[config.mk]
export PLATFORM = sky130hd
export DESIGN_NAME = fvs_alloc
export DESIGN_NICKNAME = d
export VERILOG_FILES = /design/src/rtl/core/fvs_pkg.sv /design/src/rtl/core/fvs_alloc.sv
export SDC_FILE = /design/constraint.sdc
export NUM_CORES = 1
export LEC_CHECK = 0
export BUFFER_PORTS_ARGS = -buffer_cell sky130_fd_sc_hd__buf_4
export CAP_MARGIN = 20
export CORE_ASPECT_RATIO = 1.2
export CORE_MARGIN = 5
export CORE_UTILIZATION = 25
export CTS_CLUSTER_DIAMETER = 40
export DETAILED_ROUTE_END_ITERATION = 6
export SYNTH_ARGS = -nofsm -noshare
export SYNTH_HDL_FRONTEND = slang
export SYNTH_SLANG_ARGS = --single-unit
[constraint.sdc]
create_clock -name clk -period 7.2 [get_ports clk]
set_clock_uncertainty 0.2 [all_clocks]
set_input_delay 0.36 -clock clk [delete_from_list [all_inputs] [get_ports clk]]
set_output_delay 0.36 -clock clk [all_outputs]
set_load 0.005 [all_outputs]
[src/rtl/core/fvs_pkg.sv]
package fvs_pkg;

    localparam int CORNER_W    = 12;
    localparam int NEW_INDEX_W = 14;
    localparam int VCOUNT_W    = 13;
    localparam int CORNERS     = 3;
    localparam int EPOCH_W     = 8;

    localparam logic [VCOUNT_W-1:0] VCOUNT_RESET = 13'd4096;

    // Epoch zero marks entries that were swept by the clearing pass
    localparam logic [EPOCH_W-1:0] EPOCH_FIRST = 8'd1;
    localparam logic [EPOCH_W-1:0] EPOCH_LAST  = 8'hFF;

    typedef struct packed {
        logic [CORNER_W-1:0] corner_a;
        logic [CORNER_W-1:0] corner_b;
        logic [CORNER_W-1:0] corner_c;
        logic                first_of_mesh;
    } tri_t;

    typedef struct packed {
        logic [NEW_INDEX_W-1:0] new_index;
        logic                   allocates;
        logic [CORNER_W-1:0]    copy_source;
        logic                   overflow;
        logic                   last_corner;
    } corner_res_t;

    // Control from the sequencer to the allocation unit
    typedef struct packed {
        logic step;
        logic clear;
        logic use_remap;
        logic mark_prov;
        logic last;
    } alloc_ctl_t;

    typedef enum logic [2:0] {
        ST_CLEAR,
        ST_IDLE,
        ST_PROBE0,
        ST_PROBE1,
        ST_PROBE2,
        ST_PICK,
        ST_READ,
        ST_EMIT
    } fvs_state_t;

endpackage

[src/rtl/core/fvs_alloc.sv]
module fvs_alloc
    import fvs_pkg::*;
#(
    parameter int MAX_NEW_VERTICES = 16384,
    parameter int AW               = 12,
    parameter int RW               = 14
) (
    input  logic                        clk,
    input  logic                        rst_n,
    input  alloc_ctl_t                  ctl,
    input  logic [AW-1:0]               src,
    input  logic [2*EPOCH_W+RW-1:0]     word,
    input  logic [EPOCH_W-1:0]          epoch,
    output corner_res_t                 res,
    output logic                        wr_en,
    output logic [2*EPOCH_W+RW-1:0]     wr_word
);

    localparam int CW = $clog2(MAX_NEW_VERTICES + 1);
    localparam logic [CW-1:0] CNT_FULL = CW'(MAX_NEW_VERTICES);
    localparam logic [NEW_INDEX_W-1:0] SAT_INDEX = NEW_INDEX_W'(MAX_NEW_VERTICES - 1);

    logic [CW-1:0]      count_reg;
    logic [CW-1:0]      count_next;
    logic [EPOCH_W-1:0] remap_tag;
    logic [RW-1:0]      remap_idx;
    logic               hit;
    logic               full;
    logic               alloc;

    assign remap_tag = word[EPOCH_W+RW-1 -: EPOCH_W];
    assign remap_idx = word[RW-1:0];

    assign hit   = ctl.use_remap && (remap_tag == epoch);
    assign full  = (count_reg == CNT_FULL);
    assign alloc = !hit && !full;

    always_comb
    begin
        res = '0;
        res.last_corner = ctl.last;
        if (hit)
        begin
            res.new_index = NEW_INDEX_W'(remap_idx);
        end
        else if (full)
        begin
            res.new_index = SAT_INDEX;
            res.overflow  = 1'b1;
        end
        else
        begin
            res.new_index   = NEW_INDEX_W'(count_reg);
            res.allocates   = 1'b1;
            res.copy_source = CORNER_W'(src);
        end
    end

    // Mark the provoking corner and enter fresh allocations into the remap table
    always_comb
    begin
        wr_en   = ctl.step && (ctl.mark_prov || (alloc && ctl.use_remap));
        wr_word = word;
        if (ctl.mark_prov)
        begin
            wr_word[2*EPOCH_W+RW-1 -: EPOCH_W] = epoch;
        end
        if (alloc && ctl.use_remap)
        begin
            wr_word[EPOCH_W+RW-1 -: EPOCH_W] = epoch;
            wr_word[RW-1:0]                  = RW'(count_reg);
        end
    end

    always_comb
    begin
        count_next = count_reg;
        if (ctl.clear)
        begin
            count_next = '0;
        end
        else if (ctl.step && alloc)
        begin
            count_next = count_reg + CW'(1);
        end
    end

    always_ff @(posedge clk or negedge rst_n)
    begin
        if (!rst_n)
        begin
            count_reg <= '0;
        end
        else
        begin
            count_reg <= count_next;
        end
    end

endmodule

[Word-level counts from Yosys, hierarchy flattened]
Cells that the tools add are included.
Storage, ports and cells
  register bits after elaboration: 15
  input bits: 57
  output and inout port bits: 60
  word-level logic and storage cells: 22
Cells by class
  $add $sub $neg: 1
  equality and inequality tests: 2
  multiplexer cells: 9
  reduce and logical (&&, ||, !) cells: 9
Operators with widths (number)
  $mux 14: 3
  $mux 15: 2
  $mux 22: 1
  $add 15x1->15 const B: 1
  $eq 15x15->1 const B: 1
  $mux 13: 1
  $eq 8x8->1: 1
  $mux 8: 1
  $logic_and 1x1->1: 5
  $logic_not 1->1: 2
  $reduce_bool 2->1: 1
  $logic_or 1x1->1: 1
  $mux 1: 1

[Logic depth before layout (Yosys ltp)]
  word-level depth: 7
  depth in mapped cells: 9

[Worst setup path after synthesis]
Ideal clock, no wire load.
  path kind: register to output
  from: register count_reg[0]
  to: output wr_word[10]
  arrival: 1.937 ns
  path slack: 4.703 ns
  cell stages (with the launch flop): 10
  path buffers: 2
  cells stage by stage: dfrtp_1 inv_1 ha_1 nor4b_1 and4_1 buf_6 a31oi_1 nand2_1 buf_4 mux2_2
On the way
  longest elaborated chain between the ends: 5
RTL lines
  start: declaration: line fvs_alloc.sv:23  | logic [CW-1:0] count_reg;
  start signal: assignment: line fvs_alloc.sv:96  | count_reg <= count_next;
  $eq 15x15->1: line fvs_alloc.sv:35  | assign full = (count_reg == CNT_FULL);
  $logic_not 1->1: line fvs_alloc.sv:36  | assign alloc = !hit && !full;
  $logic_and 1x1->1: line fvs_alloc.sv:36
  $logic_and 1x1->1: line fvs_alloc.sv:68  | if (alloc && ctl.use_remap)
  $mux 22: line fvs_alloc.sv:68
  end: declaration: line fvs_alloc.sv:16  | output logic [2*EPOCH_W+RW-1:0] wr_word
Every way passes these cells.

[Worst setup path after layout]
  from: register count_reg[0]
  to: output wr_word[1]
Same word-level chain as after synthesis.

==> results summary <==
The post-layout net count came out at 377. Summing the sequential cell areas from Yosys gives between 20% and 30% of the chip area. The horizontal die dimension came out at 84.65 um.

The maximum clock path buffer count is 2. The worst setup path is of the flop to output port kind. Of the total power, the share spent switching nets is 27.50%. Dividing the synthesized area by the synthesized cell count gives 7.885 um2. The count of state elements after synthesis is 15. The filler cells instantiated in the layout total 683. The number of global-route vias before repair is 1924. The source-to-sink clock delay at the later pin of the worst-skew pair is 0.25 ns. The Yosys warning count is 0.

For the worst setup path, the data required time is around 6.6 ns. The remaining routing DRC violations is 0. The clock group share of total power is 27.5%. In this run, distinct cell masters in the synthesized netlist total 28. In this run, synthesis inferred 0 flip-flops with an integrated enable.

Summed over all nets, the switching power comes to 0.07014 mW. For this run, the leading register cell type out of synthesis is sky130_fd_sc_hd__dfrtp_1. The clock buffer count from CTS is 3. The flow ran to the end, and the final reports show no timing, DRC or antenna violations.

The actual slew at the worst max-slew pin came out at 0.9693 ns. The remaining number of nets flagged by the antenna check after routing is 0. The maximum net fanout on the critical path came out at 23.

CTS built an H-tree with a depth of 1. The core box area is roughly 0.0065 mm2. The final cycle utilization of the critical path is about three fifths. The total track usage is 13.72%. The total iterations of the first detailed-routing run came out at 4. Hold is met by 0.2328 ns.

The peak supply drop is 0.04871 mV. The analysis attributes to cell leakage a power of 1.261 nW. The worst max-slew margin expressed relative to the limit came out at 35.22%.

The maximum number of pins on one net before global-route repair came out at 32. Setup repair after global routing left no endpoint under its margin. In this run the worst hold path is classified as input pin to flop. Leaving out fill and tap cells, the most frequent cell in the layout is sky130_fd_sc_hd__buf_4. After floorplanning, the core was divided into 32 placement rows. The number of pins exceeding their max-slew limit in the final report was 0. STA classifies the critical path startpoint as a flop. The slowest cell on the critical path is sky130_fd_sc_hd__nand2_1.

The combinational group share of total power is 38.2%. The final setup violation count is 0. In the layout the commonest cells are sky130_fd_sc_hd__buf_4, sky130_fd_sc_hd__nor2_1, sky130_fd_sc_hd__mux2_2. The routed wire length came out at a little over 6000 um. The synthesized instance count came out at 212. The cell chosen for the clock root is sky130_fd_sc_hd__clkbuf_8. STA classifies the critical path endpoint as an output port. The die outline area came out at roughly 0.0084 mm2. The violation count after the first detailed-route iteration came out at 92.

In the routed layout, each cell is associated on average with a via count of 4.729. The via count came out at roughly 1900. The share of power burned in registers is 34.3%. Post-CTS repair changed the size of 0 cells. The proportion of register bits with asynchronous set or reset after synthesis is 100.0%.

The number of max-capacitance violations reported came out at 0. For this run, the top clock speed supported by timing is approximately 230 MHz. Walking the worst path, the cells encountered are inv_1 -> ha_1 -> nor4b_1 -> and4_1 -> a31oi_1 -> nand2_1 -> mux2_2 -> buf_4.

The hold violation count in the final report came out at 0. The effective utilization at floorplan came out at between 20% and 30%. The wire-length estimate of the detail-placed layout is 4947 um. For this design the ratio of total power to cell area is between 90 and 100 mW/mm2. For this design the top-level I/O count stands at 117. The arrival time of the worst setup path came out at 3.71 ns. The first global-routing pass estimated 9570 um of wire.

Internal power comes to 0.1849 mW. The synthesized netlist net count is approximately 270. The congestion estimate from routability-driven global placement came to 0.7832. The fraction of final layout cells with drive strength greater than 1 is between 40% and 50%. The number of antenna violations at the first check in global routing is 0.

For this design, the sink count on the clock tree is 15. The per-cell routed wire length came out at 15.02 um. The total standard cell area after synthesis came out at 0.001672 mm2.

The TritonCTS clock tree is built. The total negative setup slack is 0 ns. The final standard cell utilization of the core came out at 40.22%. The antenna diode instance count is 0. The vertical extent of the die is 99.58 um. Relative to the synthesized area, the layout overhead comes to 56.06%.

For this run, the slowest stage of the critical path takes about 0.81 ns. The worst path in the final design needs a cycle of 4.271 ns, including I/O delays and setup. The final global-route overflow total is 0. The number of buffer cells added on primary ports came out at 114. The clock transition at the register clock pins on the worst setup and hold paths after CTS came out at 0.06 ns. The completed layout was analyzed and its total power is 0.2551 mW.

The register with the most flip-flops in the layout has 15 of them.
[path summary, 6_finish.rpt]
check | from | to | slack (ns) | cells after the start
setup / recovery | count_reg[0] | wr_word[1] | 2.93 | 8
hold / removal | ctl[3] | count_reg[7] | 0.23 | 2
setup reg to reg | count_reg[0] | count_reg[5] | 4.53 | 7
hold reg to reg | count_reg[14] | count_reg[14] | 0.35 | 2
max in group asynchronous | rst_n | count_reg[6] | 6.32 | 2
min in group asynchronous | rst_n | count_reg[8] | 0.30 | 2
[cells by family after synthesis]
family	Yosys count	synth area share (%)
and+or+nand+nor	100	30.47
muxes	37	24.85
xor gates and xnor gates	9	4.716
DFF	15	22.46
AOI/OAI and AO/OA	30	10.11
buffers and inverters	19	5.913
adders and majority gates	2	1.497
[power by group through the flow]
stage               Combinational, mW  Clock, mW  Sequential, mW
global route                    0.106     0.0748          0.0876
finish                         0.0974     0.0702          0.0875
global placement               0.0975          0          0.0889
detailed placement             0.0978          0          0.0890
CTS                            0.0988     0.0711          0.0874
floorplan                      0.0397          0          0.0885
[per-stage QoR]
stage	setup slack (ns)	instance area (um2)	cells
floorplan	4.703	1672	212
global placement	3.351	2554	397
detailed placement	3.173	2554	397
CTS	2.888	2609	402
global route	2.571	2609	402
finish	2.929	2609	402
[worst max-delay path, delay by kind of cell, from the launching register on]
| kind | cells | cell delay, ns |
|---|---|---|
| compound gates | 1 | 0.74 |
| simple gates | 3 | 1.31 |
| fa+ha+maj | 1 | 0.19 |
| mux | 1 | 0.53 |
| flops | 1 | 0.44 |
| buf+inv | 2 | 0.24 |
[synthesized netlist by cell type, types with 5 or more instances]
cell type / number / area share (%)
sky130_fd_sc_hd__nand2_1: 7 / 1.6
sky130_fd_sc_hd__and2_1: 14 / 5.2
sky130_fd_sc_hd__and3_1: 5 / 1.9
sky130_fd_sc_hd__nor2_1: 41 / 9.2
sky130_fd_sc_hd__inv_1: 5 / 1.1
sky130_fd_sc_hd__nand4_1: 5 / 1.9
sky130_fd_sc_hd__o21ai_0: 5 / 1.5
sky130_fd_sc_hd__xnor2_1: 9 / 4.7
sky130_fd_sc_hd__clkbuf_1: 8 / 1.8
sky130_fd_sc_hd__nand3_1: 6 / 1.8
sky130_fd_sc_hd__dfrtp_1: 15 / 22
sky130_fd_sc_hd__a21oi_1: 22 / 6.6
sky130_fd_sc_hd__nor2b_1: 7 / 2.6
sky130_fd_sc_hd__mux2_2: 36 / 24
sky130_fd_sc_hd__or3_1: 6 / 2.2
[metal layers]
layer	share of wire (%)	track usage (%)	wire [um]
met4	2.5	5.359	148
met1	39	16.21	2360
met5	0	0	0
met2	53	24.65	3196
met3	5.5	2.154	331
[what timing repair did]
item | in CTS | in global routing
hold endpoints to repair | 15 | 0
buffers inserted | 0 | 0
hold buffers | 1 | 0
[final cells by class]
| class | instances | area, um2 | area share (%) |
|---|---|---|---|
| sequential | 15 | 375.4 | 14.39 |
| timing repair buffer | 115 | 865.8 | 33.19 |
| tap | 85 | 106.4 | 4.077 |
| multi-input combinational | 178 | 1197 | 45.90 |
| inverter | 5 | 18.77 | 0.7194 |
| clock buffer | 4 | 45.04 | 1.727 |
(Power assumes the default switching activity.)
